===== config.mk =====
export PLATFORM = sky130hd
export DESIGN_NAME = lru_key_value_cache
export DESIGN_NICKNAME = d
export VERILOG_FILES = /design/src/lkv_pkg.sv /design/src/lru_key_value_cache.sv /design/src/lkv_lookup.sv
export SDC_FILE = /design/constraint.sdc
export NUM_CORES = 2
export LEC_CHECK = 0
export BUFFER_PORTS_ARGS = -buffer_cell sky130_fd_sc_hd__buf_2
export CORE_AREA = 2 2 359 361
export CTS_CLUSTER_DIAMETER = 40
export DETAILED_ROUTE_END_ITERATION = 10
export DIE_AREA = 0 0 361 363
export GPL_ROUTABILITY_DRIVEN = 0
export SETUP_SLACK_MARGIN = 0.05
export SKIP_CTS_REPAIR_TIMING = 1
export SYNTH_ARGS = -nofsm -noshare
export SYNTH_HDL_FRONTEND = slang
export SYNTH_SLANG_ARGS = --single-unit

===== constraint.sdc =====
create_clock -name clock -period 13.8 [get_ports clock]
set_input_delay 0.69 -clock clock [delete_from_list [all_inputs] [get_ports clock]]
set_output_delay 0.69 -clock clock [all_outputs]
set_load 0.1 [all_outputs]

===== src/lkv_pkg.sv =====
// Shared types and constants for the LRU key/value cache.
package lkv_pkg;

   // Operation codes carried on req_mode
   localparam logic MODE_GET = 1'b0;
   localparam logic MODE_PUT = 1'b1;

   // Field widths fixed by the interface
   localparam int KEY_W = 32;
   localparam int VAL_W = 32;
   localparam int CAP_W = 5;

   // Capacity after reset and the value a get miss returns
   localparam logic [CAP_W-1:0] CAPACITY_RESET = 5'd16;
   localparam logic [VAL_W-1:0] MISS_VALUE     = 32'hFFFF_FFFF;

   // Summary flags from the table search
   typedef struct packed {
      logic hit;
      logic victim_found;
      logic free_found;
   } lookup_type;

endpackage


===== src/lru_key_value_cache.sv =====
// Top level of the fully associative LRU key/value cache.
// One request (get or put) is taken every clock cycle; busy stays low. A request
// accepted on start is registered, then searched and applied to the table in the
// following cycle, and its response is registered before it strobes on rsp_valid.
// The response cannot be stalled. The table lives in flip-flops, so the store is
// empty right after reset with no clearing pass. csr_data sets the capacity
// (values above ENTRIES act as ENTRIES); write it only while no request is in flight.
module lru_key_value_cache #(
   parameter int ENTRIES = 16
) (
   input  logic                        clock,
   input  logic                        reset,
   input  logic                        start,
   output logic                        busy,
   input  logic                        req_mode,
   input  logic signed [31:0]          req_key,
   input  logic signed [31:0]          req_value,
   output logic                        rsp_valid,
   output logic                        rsp_hit,
   output logic signed [31:0]          rsp_read_value,
   input  logic                        csr_valid,
   output logic                        csr_ready,
   input  logic [lkv_pkg::CAP_W-1:0]   csr_data
);

   localparam int RANK_W = (ENTRIES > 1) ? $clog2(ENTRIES) : 1;
   localparam int OCC_W  = $clog2(ENTRIES + 1);
   localparam int CMP_W  = (OCC_W > lkv_pkg::CAP_W) ? OCC_W : lkv_pkg::CAP_W;

   // Request stage
   logic                       req_valid_ff;
   logic                       req_mode_ff;
   logic [lkv_pkg::KEY_W-1:0]  req_key_ff;
   logic [lkv_pkg::VAL_W-1:0]  req_value_ff;

   // Table state
   logic [ENTRIES-1:0]                     valid_ff,  valid_in;
   logic [ENTRIES-1:0][lkv_pkg::KEY_W-1:0] keys_ff,   keys_in;
   logic [ENTRIES-1:0][lkv_pkg::VAL_W-1:0] values_ff, values_in;
   logic [ENTRIES-1:0][RANK_W-1:0]         ranks_ff,  ranks_in;
   logic [OCC_W-1:0]                       occ_ff,    occ_in;
   logic [lkv_pkg::CAP_W-1:0]              capacity_ff;

   // Response stage
   logic                       rsp_valid_ff;
   logic                       rsp_hit_ff,        rsp_hit_in;
   logic [lkv_pkg::VAL_W-1:0]  rsp_read_value_ff, rsp_read_value_in;

   // Search results
   logic [ENTRIES-1:0]         hit_vec, victim_vec, free_vec;
   logic [RANK_W-1:0]          hit_rank;
   logic [lkv_pkg::VAL_W-1:0]  hit_value;
   lkv_pkg::lookup_type        flags;
   logic [RANK_W-1:0]          victim_rank;
   logic [CMP_W-1:0]           eff_cap;
   logic                       full;
   logic [ENTRIES-1:0]         slot_vec;

   assign busy      = 1'b0;
   assign csr_ready = 1'b1;

   assign victim_rank = RANK_W'(occ_ff - OCC_W'(1));

   // Clamp capacity to the table size
   always_comb begin
      if (CMP_W'(capacity_ff) > CMP_W'(ENTRIES)) begin
         eff_cap = CMP_W'(ENTRIES);
      end else begin
         eff_cap = CMP_W'(capacity_ff);
      end
   end
   assign full = CMP_W'(occ_ff) >= eff_cap;

   lkv_lookup #(
      .ENTRIES (ENTRIES),
      .RANK_W  (RANK_W)
   ) u_lookup (
      .valid       (valid_ff),
      .keys        (keys_ff),
      .values      (values_ff),
      .ranks       (ranks_ff),
      .key         (req_key_ff),
      .victim_rank (victim_rank),
      .hit_vec     (hit_vec),
      .victim_vec  (victim_vec),
      .free_vec    (free_vec),
      .hit_rank    (hit_rank),
      .hit_value   (hit_value),
      .flags       (flags)
   );

   // Register the incoming beat
   always_ff @(posedge clock) begin
      if (reset) begin
         req_valid_ff <= 1'b0;
      end else begin
         req_valid_ff <= start && !busy;
      end
      req_mode_ff  <= req_mode;
      req_key_ff   <= req_key;
      req_value_ff <= req_value;
   end

   // Hold the capacity register
   always_ff @(posedge clock) begin
      if (reset) begin
         capacity_ff <= lkv_pkg::CAPACITY_RESET;
      end else if (csr_valid && csr_ready) begin
         capacity_ff <= csr_data;
      end
   end

   // Pick the slot a missing put lands in: oldest if full, else lowest empty
   always_comb begin
      if (full) begin
         slot_vec = (occ_ff != '0 && flags.victim_found) ? victim_vec : '0;
      end else begin
         slot_vec = flags.free_found ? free_vec : '0;
      end
   end

   // Apply the staged request to the table and form the response
   always_comb begin
      valid_in          = valid_ff;
      keys_in           = keys_ff;
      values_in         = values_ff;
      ranks_in          = ranks_ff;
      occ_in            = occ_ff;
      rsp_hit_in        = flags.hit;
      rsp_read_value_in = '0;
      if (req_valid_ff) begin
         if (flags.hit) begin
            // Touch: younger entries age by one, hit slot becomes newest
            for (int i = 0; i < ENTRIES; i++) begin
               if (hit_vec[i]) begin
                  ranks_in[i] = '0;
                  if (req_mode_ff == lkv_pkg::MODE_PUT) begin
                     values_in[i] = req_value_ff;
                  end
               end else if (valid_ff[i] && ranks_ff[i] < hit_rank) begin
                  ranks_in[i] = ranks_ff[i] + RANK_W'(1);
               end
            end
            if (req_mode_ff == lkv_pkg::MODE_GET) begin
               rsp_read_value_in = hit_value;
            end
         end else if (req_mode_ff == lkv_pkg::MODE_GET) begin
            rsp_read_value_in = lkv_pkg::MISS_VALUE;
         end else if (|slot_vec) begin
            // Insert: every other valid entry ages, new entry is newest
            for (int i = 0; i < ENTRIES; i++) begin
               if (slot_vec[i]) begin
                  valid_in[i]  = 1'b1;
                  keys_in[i]   = req_key_ff;
                  values_in[i] = req_value_ff;
                  ranks_in[i]  = '0;
               end else if (valid_ff[i]) begin
                  ranks_in[i] = ranks_ff[i] + RANK_W'(1);
               end
            end
            if (!full) begin
               occ_in = occ_ff + OCC_W'(1);
            end
         end
      end
   end

   // Table control state
   always_ff @(posedge clock) begin
      if (reset) begin
         valid_ff <= '0;
         ranks_ff <= '0;
         occ_ff   <= '0;
      end else begin
         valid_ff <= valid_in;
         ranks_ff <= ranks_in;
         occ_ff   <= occ_in;
      end
   end

   // Table payload
   always_ff @(posedge clock) begin
      keys_ff   <= keys_in;
      values_ff <= values_in;
   end

   // Response register
   always_ff @(posedge clock) begin
      if (reset) begin
         rsp_valid_ff <= 1'b0;
      end else begin
         rsp_valid_ff <= req_valid_ff;
      end
      rsp_hit_ff        <= rsp_hit_in;
      rsp_read_value_ff <= rsp_read_value_in;
   end

   assign rsp_valid      = rsp_valid_ff;
   assign rsp_hit        = rsp_hit_ff;
   assign rsp_read_value = rsp_read_value_ff;

   // A start beat produces a response through the request and response registers
   assert property (@(posedge clock) disable iff (reset) start |=> ##1 rsp_valid)
      else $error("response missing two cycles after start");

   // The fill count tracks the valid bits
   assert property (@(posedge clock) disable iff (reset)
      $countones(valid_ff) == int'(occ_ff))
      else $error("occupancy out of step with valid entries");

   // A missing put never grows the table past its clamped capacity
   assert property (@(posedge clock) disable iff (reset)
      (req_valid_ff && !flags.hit && full) |=> occ_ff == $past(occ_ff))
      else $error("occupancy grew while full");

endmodule


===== src/lkv_lookup.sv =====
// Parallel key compare, victim search and free-slot search over the table.
module lkv_lookup #(
   parameter int ENTRIES = 16,
   parameter int RANK_W  = 4
) (
   input  logic [ENTRIES-1:0]                    valid,
   input  logic [ENTRIES-1:0][lkv_pkg::KEY_W-1:0] keys,
   input  logic [ENTRIES-1:0][lkv_pkg::VAL_W-1:0] values,
   input  logic [ENTRIES-1:0][RANK_W-1:0]         ranks,
   input  logic [lkv_pkg::KEY_W-1:0]              key,
   input  logic [RANK_W-1:0]                      victim_rank,
   output logic [ENTRIES-1:0]                     hit_vec,
   output logic [ENTRIES-1:0]                     victim_vec,
   output logic [ENTRIES-1:0]                     free_vec,
   output logic [RANK_W-1:0]                      hit_rank,
   output logic [lkv_pkg::VAL_W-1:0]              hit_value,
   output lkv_pkg::lookup_type                    flags
);

   logic free_seen;

   // Compare every slot at once; keys are unique so at most one hits
   always_comb begin
      hit_vec   = '0;
      hit_rank  = '0;
      hit_value = '0;
      for (int i = 0; i < ENTRIES; i++) begin
         hit_vec[i] = valid[i] && (keys[i] == key);
         hit_rank   = hit_rank  | (ranks[i]  & {RANK_W{hit_vec[i]}});
         hit_value  = hit_value | (values[i] & {lkv_pkg::VAL_W{hit_vec[i]}});
      end
   end

   // Find the oldest valid slot and the lowest empty slot
   always_comb begin
      victim_vec = '0;
      free_vec   = '0;
      free_seen  = 1'b0;
      for (int i = 0; i < ENTRIES; i++) begin
         if (valid[i] && (ranks[i] == victim_rank)) begin
            victim_vec    = '0;
            victim_vec[i] = 1'b1;
         end
         if (!valid[i] && !free_seen) begin
            free_vec[i] = 1'b1;
            free_seen   = 1'b1;
         end
      end
   end

   assign flags.hit          = |hit_vec;
   assign flags.victim_found = |victim_vec;
   assign flags.free_found   = free_seen;

endmodule

* Word-level counts from Yosys, hierarchy flattened
Cells that the tools add are included.
Word-level totals: register bits after elaboration 1214, output and inout port bits 36, input bits 74, logic and storage cells 590
Cells by class: mux-type cells 157, order comparisons 18, equal/unequal tests 80, reduce and logical (&&, ||, !) cells 180, bitwise operators 64, add/sub/neg operators 18
Operators with widths (count):
- 512-bit two-way mux | 3
- 32-bit two-way mux | 36
- 32-bit bitwise AND | 16
- 32-bit equality test | 16
- 32-bit OR | 15
- 16-bit two-way mux | 18
- 4-bit two-way mux | 64
- 64-bit two-way mux | 3
- 5-bit AND reduction | 33
- 6-bit AND reduction | 16
- 4-bit by 1-bit adder with 4-bit output, second input constant | 16
- 4-bit bitwise AND | 16
- 4-bit equality test | 16
- 1-bit logical AND | 64
- 4-bit < comparator | 16
- 4-bit OR | 15
- 3-bit by 1-bit inequality test with 1-bit output, second input constant | 16
- 3-bit nonzero test | 16
- 16-bit OR reduction | 3
- 2-bit nonzero test | 18
- 1-bit two-way mux | 32
- 2-bit by 1-bit inequality test with 1-bit output, second input constant | 16
- 2-bit inequality test, second input constant | 16
- 1-bit logical NOT | 29
- 7 further kinds | 8

* Longest topological paths before layout
word-level depth 51, gate-level depth with buffers 21, depth with buffers taken out 17

* Modules after synthesis
From an unflattened synthesis, not the netlist that was laid out.
Unflattened totals: cells, all modules 4429, area, all modules 55288.0 µm²
By module, submodules not included:
- lru_key_value_cache | cells an instance 1966, instances 1, seq. area each 34553.1 µm², area an instance 39821.9 µm²
- lkv_lookup | cells an instance 2463, instances 1, seq. area each 0.0 µm², area an instance 15466.1 µm²

* Worst setup path before layout
No wires, ideal clock.
path kind register to register, from register occ_ff[0], to register keys_ff[416] (netlist name) (enable), clock period less this slack 5420 ps, path slack 8380 ps, arrival 4994 ps, cell stages (with the launch flop) 16, buffers on the path 5, cell sequence dfxtp_1 > buf_2 > buf_2 > inv_1 > ha_1 > buf_2 > xor2_1 > and3_1 > and3_1 > or4_1 > buf_2 > o22a_1 > o2111a_1 > a211o_1 > clkbuf_1 > nor2b_1
On the way: longest elaborated chain between the ends 25, elaborated cells on any way between the ends 57, those cells by class add/sub (1); order compare (1); eq/ne (16); mux (18); reduce/logical (21)
RTL lines:
- start, declared | line lru_key_value_cache.sv:41 | logic [OCC_W-1:0] occ_ff, occ_in;
- start signal, assigned | line lru_key_value_cache.sv:177 | occ_ff <= occ_in;
- 4-bit by 1-bit subtractor with 4-bit output * | line lru_key_value_cache.sv:62 | assign victim_rank = RANK_W'(occ_ff - OCC_W'(1));
- via u_lookup.victim_rank[0] | line lkv_lookup.sv:11 | input logic [RANK_W-1:0] victim_rank,
- 4-bit equality test | line lkv_lookup.sv:40 | if (valid[i] && (ranks[i] == victim_rank)) begin
- 1-bit logical AND | line lkv_lookup.sv:40
- 1-bit two-way mux | line lkv_lookup.sv:40
- 16-bit two-way mux (14 in series) | line lkv_lookup.sv:40
- 16-bit two-way mux * | line lkv_lookup.sv:40
- 16-bit OR reduction | line lkv_lookup.sv:52 | assign flags.victim_found = |victim_vec;
- 1-bit logical AND | line lru_key_value_cache.sv:116 | slot_vec = (occ_ff != '0 && flags.victim_found) ? victim_vec : '0;
- 16-bit two-way mux * | line lru_key_value_cache.sv:116
- 16-bit two-way mux * | line lru_key_value_cache.sv:115 | if (full) begin
- 16-bit OR reduction | line lru_key_value_cache.sv:149 | end else if (|slot_vec) begin
- 5-bit AND reduction (no source line) *
- end signal, assigned | line lru_key_value_cache.sv:183 | keys_ff <= keys_in;
- end, declared | line lru_key_value_cache.sv:38 | logic [ENTRIES-1:0][lkv_pkg::KEY_W-1:0] keys_ff, keys_in;
The timed path passes the listed nets; every way through them passes the cells marked *. A chain may end at the register's enable or synchronous reset.

* Final worst setup path
from register req_key_ff[20] (netlist name), to register values_ff[379] (netlist name) (enable)
On the way: longest elaborated chain between the ends 5, elaborated cells on any way between the ends 39, those cells by class eq/ne (18); reduce/logical (21)
RTL lines:
- start, declared | line lru_key_value_cache.sv:33 | logic [lkv_pkg::KEY_W-1:0] req_key_ff;
- start signal, assigned | line lru_key_value_cache.sv:100 | req_key_ff <= req_key;
- 32-bit equality test | line lkv_lookup.sv:28 | hit_vec[i] = valid[i] && (keys[i] == key);
- 1-bit logical AND | line lkv_lookup.sv:28
- 16-bit OR reduction | line lkv_lookup.sv:51 | assign flags.hit = |hit_vec;
- 2-bit by 1-bit inequality test with 1-bit output (no source line) or 2-bit nonzero test (tied branches)
- 6-bit AND reduction (no source line) *
- end signal, assigned | line lru_key_value_cache.sv:184 | values_ff <= values_in;
- end, declared | line lru_key_value_cache.sv:39 | logic [ENTRIES-1:0][lkv_pkg::VAL_W-1:0] values_ff, values_in;
Every way passes the cells marked *; elsewhere a longest branch is shown, timed or not.

==> impl_metrics.env <==
export IMPL_synthesis_to_finish_area_growth_pct=16.16
export IMPL_die_h_um=363
export IMPL_synth_cell_type_count=77
export IMPL_setup_worst_path_end_class="register"
export IMPL_path_cells="buf_4, xnor2_1, nand4_1, nor3_1, and3_2, buf_4, or4_1, nor4_4, inv_2, o21bai_1, nor2b_4, buf_4"
export IMPL_dominant_combinational_cell_family_by_area_after_synthesis="XOR/XNOR gates"
export IMPL_worstRegToRegCells=12
export IMPL_timing_final_crit_share_pct=44.85
export IMPL_gr_usage_all_layers_pct=21.75
export IMPL_critPathMaxFanout=32
export IMPL_die_w_um=361
export IMPL_cts_buffers=157
export IMPL_synth_async_reset_ratio_pct=0
export IMPL_yosysSeqAreaShare_pct=68.51
export IMPL_detail_route_wl_per_cell_um=26.46
export IMPL_synth_top_area_cell="sky130_fd_sc_hd__edfxtp_1"
export IMPL_pin_count_of_the_biggest_net_entering_global_routing=61
export IMPL_grt_remaining_overflow=0
export IMPL_global_route_wire_length_before_repair_mm=208.7
export IMPL_synth_mux_area_share_pct=0.1613
export IMPL_synth_flop_cell="sky130_fd_sc_hd__edfxtp_1"
export IMPL_cp_buffers_inverters=4
export IMPL_filler_cell_count=10980
export IMPL_result_of_the_run="complete, no violations"
export IMPL_synth_most_common_cell="sky130_fd_sc_hd__edfxtp_1"
export IMPL_synth_nets=3599
export IMPL_ctsHtreeMaxLevel=4
export IMPL_synthSimpleGateAreaFrac_pct=8.609
export IMPL_syn_area_per_cell_um2=14.61
export IMPL_finish_net_count=3799
export IMPL_dr_total_vias=31140
export IMPL_setup_viol_count_final=0
export IMPL_hold_depth=1
export IMPL_finalHoldViolations=0
export IMPL_grt_pass1_vias=29990
export IMPL_maxCapViolations=0
export IMPL_rsz0062_at_grt="false"
export IMPL_synthXorXnorAreaFrac_pct=10.19
export IMPL_clk_sinks=1214
export IMPL_critical_path_required_ps=14190
export IMPL_die_area_um2=131000
export IMPL_wirelength_mm=144.1
export IMPL_initial_utilization_pct=39.70
export IMPL_maxSlewHeadroom_pct=7.018
export IMPL_timing_setup_critical_path_class="register to register"
export IMPL_fin_tns_setup_ps=0
export IMPL_worst_slew_pin_slew_ps=1382
export IMPL_final_cell_area_um2=58580
export IMPL_cp_start_kind="register"
export IMPL_cellPowerDensity_nw_per_um2=143.9
export IMPL_clock_skew_final_ps=59.86
export IMPL_netlist_area_leader_share_pct=60.97
export IMPL_synth_compound_area_share_pct=7.949
export IMPL_detail_route_vias_per_cell=5.717
export IMPL_critical_path_arrival_ps=6580
export IMPL_cts_clk_slew_worst_paths_ps=60
export IMPL_timing_critical_path_slowest_cell_delay_ps=720
export IMPL_worst_skew_pair_late_latency_ps=780
export IMPL_cts_tree="done"
export IMPL_synth_edff_count=1024
export IMPL_synth_cells=3453
export IMPL_final_layout_size_suffix_gt1_share_pct=14.61
export IMPL_hold_path_class="input port to register"
export IMPL_yosys_register_bits=1214
export IMPL_placement_rows=131
export IMPL_worst_path_dominant_cell_family="simple AND/OR/NAND/NOR gates"
export IMPL_place_detailed_hpwl_mm=82.52
export IMPL_post_synth_instance_area_um2=50430
export IMPL_critical_path_cell_count=12
export IMPL_insertedDiodeCount=0
export IMPL_top_cell_by_count_worst_path="sky130_fd_sc_hd__buf_4"
export IMPL_synth_adder_area_share_pct=1.786
export IMPL_power_ir_vdd_worst_mv=0.1298
export IMPL_post_synth_most_frequent_cells="1024 x sky130_fd_sc_hd__edfxtp_1, 495 x sky130_fd_sc_hd__xnor2_1, 220 x sky130_fd_sc_hd__a22oi_1"
export IMPL_antenna_found_initial=2
export IMPL_placed_cell_area_um2=52920
export IMPL_core_region_area_um2=127000
export IMPL_clk_root_buffer_cell="sky130_fd_sc_hd__clkbuf_16"
export IMPL_leakagePower_nw=18.78
export IMPL_final_period_minus_worst_setup_slack_ps=6189
export IMPL_yosys_top_cells_area="sky130_fd_sc_hd__edfxtp_1 61%, sky130_fd_sc_hd__xnor2_1 8.6%, sky130_fd_sc_hd__dfxtp_1 7.5%, sky130_fd_sc_hd__a22oi_1 3.3%, sky130_fd_sc_hd__nand4_1 2.4%"
export IMPL_ant_nets=0
export IMPL_drcViolationCount=0
export IMPL_fin_hold_ws_ps=29.14
export IMPL_max_clock_freq_ghz=0.1616
export IMPL_boundaryPins=110
export IMPL_drtIter0Drc=3211
export IMPL_drt_first_pass_iters=6
export IMPL_max_clock_path_buffers=3
export IMPL_synthesis_yosys_warnings=0
export IMPL_max_slew_violation_total_from_the_final_report=0
export IMPL_crit_path_top_delay_cell="sky130_fd_sc_hd__o21bai_1"
export IMPL_place_port_buffers=107
-- through the flow --
step | power [mW] | instances | setup slack, ps | utilization [%]
floorplan | 4.290 | 3453 | 8380 | -
global placement | 4.385 | 5122 | 7668 | 41.66
detailed placement | 4.389 | 5122 | 7597 | 41.66
CTS | 8.483 | 5413 | 7564 | 45.85
global route | 8.659 | 5447 | 7387 | 46.12
finish | 8.432 | 5447 | 7611 | 46.12
-- worst paths after layout --
| path | from | end | slack [ps] |
|---|---|---|---|
| worst max-delay path | req_key_ff[20]$_DFF_P_ | values_ff[379]$_DFFE_PP_ | 7610 |
| worst min-delay path | req_value[25] | req_value_ff[25]$_DFF_P_ | 30 |
| worst max register to register | req_key_ff[20]$_DFF_P_ | values_ff[379]$_DFFE_PP_ | 7610 |
| worst min register to register | req_key_ff[22]$_DFF_P_ | keys_ff[438]$_DFFE_PP_ | 490 |
-- cells by family (layout without fill, tap and decap cells) --
group	Yosys count	count (layout)
adders and majority gates	72	72
other	2	2
buffers and inverters	270	602
xor gates and xnor gates	559	559
and+or+nand+nor	794	794
muxes	8	8
AOI/OAI and AO/OA	534	534
DFF	1214	1214
-- power by group --
part | switching [mW] | total, mW | internal [mW] | leakage, nW
sequential | 0.0359 | 4.03 | 4.00 | 10.8
combinational | 0.194 | 0.286 | 0.0922 | 5.45
clock | 1.63 | 4.11 | 2.48 | 2.56
-- flip-flops by register name, summed over array words and instances, names as in the netlist --
register and count:
keys_ff 512, req_valid_ff 1, occ_ff 5, capacity_ff 5
rsp_valid 1, valid_ff 16, rsp_read_value 32, req_mode_ff 1
req_key_ff 32, rsp_hit 1, ranks_ff 64, values_ff 512
req_value_ff 32
-- placed cells by master, fill, tap and decap left out, drive strengths merged, types with 13 or more instances in the layout --
master,netlist,final
nor2,159,159
xnor3,17,17
inv,73,96
xor2,46,46
clkinv,0,47
a22o,30,30
a21oi,60,60
edfxtp,1024,1024
o32ai,45,45
nor4,53,53
nand3,97,97
o211ai,13,13
or4,23,23
nor2b,16,16
and3,41,41
buf,103,204
dfxtp,190,190
a22oi,220,220
dlygate4sd3,0,34
nand4,195,195
a221oi,30,30
nand2,62,62
or3,24,24
ha,72,72
xnor2,496,496
bufinv,0,16
nor3,53,53
nand2b,37,37
a211oi,26,26
clkinvlp,0,14
clkbuf,94,191
o21ai,34,34
-- worst register-to-register path, delay by kind of cell (launching register included) --
kind | cells | cell delay (ps)
buf+inv | 4 | 1940
xor+xnor | 1 | 150
compound gates | 1 | 740
simple gates | 6 | 2240
flops | 1 | 700
-- layer usage --
layer	wire [µm]	part of all wire (%)	up-vias	global-route usage, %
met5	8	0.0056	-	0
met2	67170	47	1346	34.72
met1	62360	43	15800	30.23
li1	-	-	13730	-
met3	10370	7.2	264	3.485
met4	4231	2.9	2	7.540
-- final cells by class --
class | count | area [µm²] | area share, %
clock inverter | 100 | 1159 | 1.978
inverter | 73 | 274.0 | 0.4677
tap | 1662 | 2079 | 3.550
timing repair buffer | 238 | 1607 | 2.742
clock buffer | 191 | 4161 | 7.103
sequential | 1214 | 34590 | 59.05
multi-input combinational | 1969 | 14710 | 25.11
(Power assumes the default switching activity.)
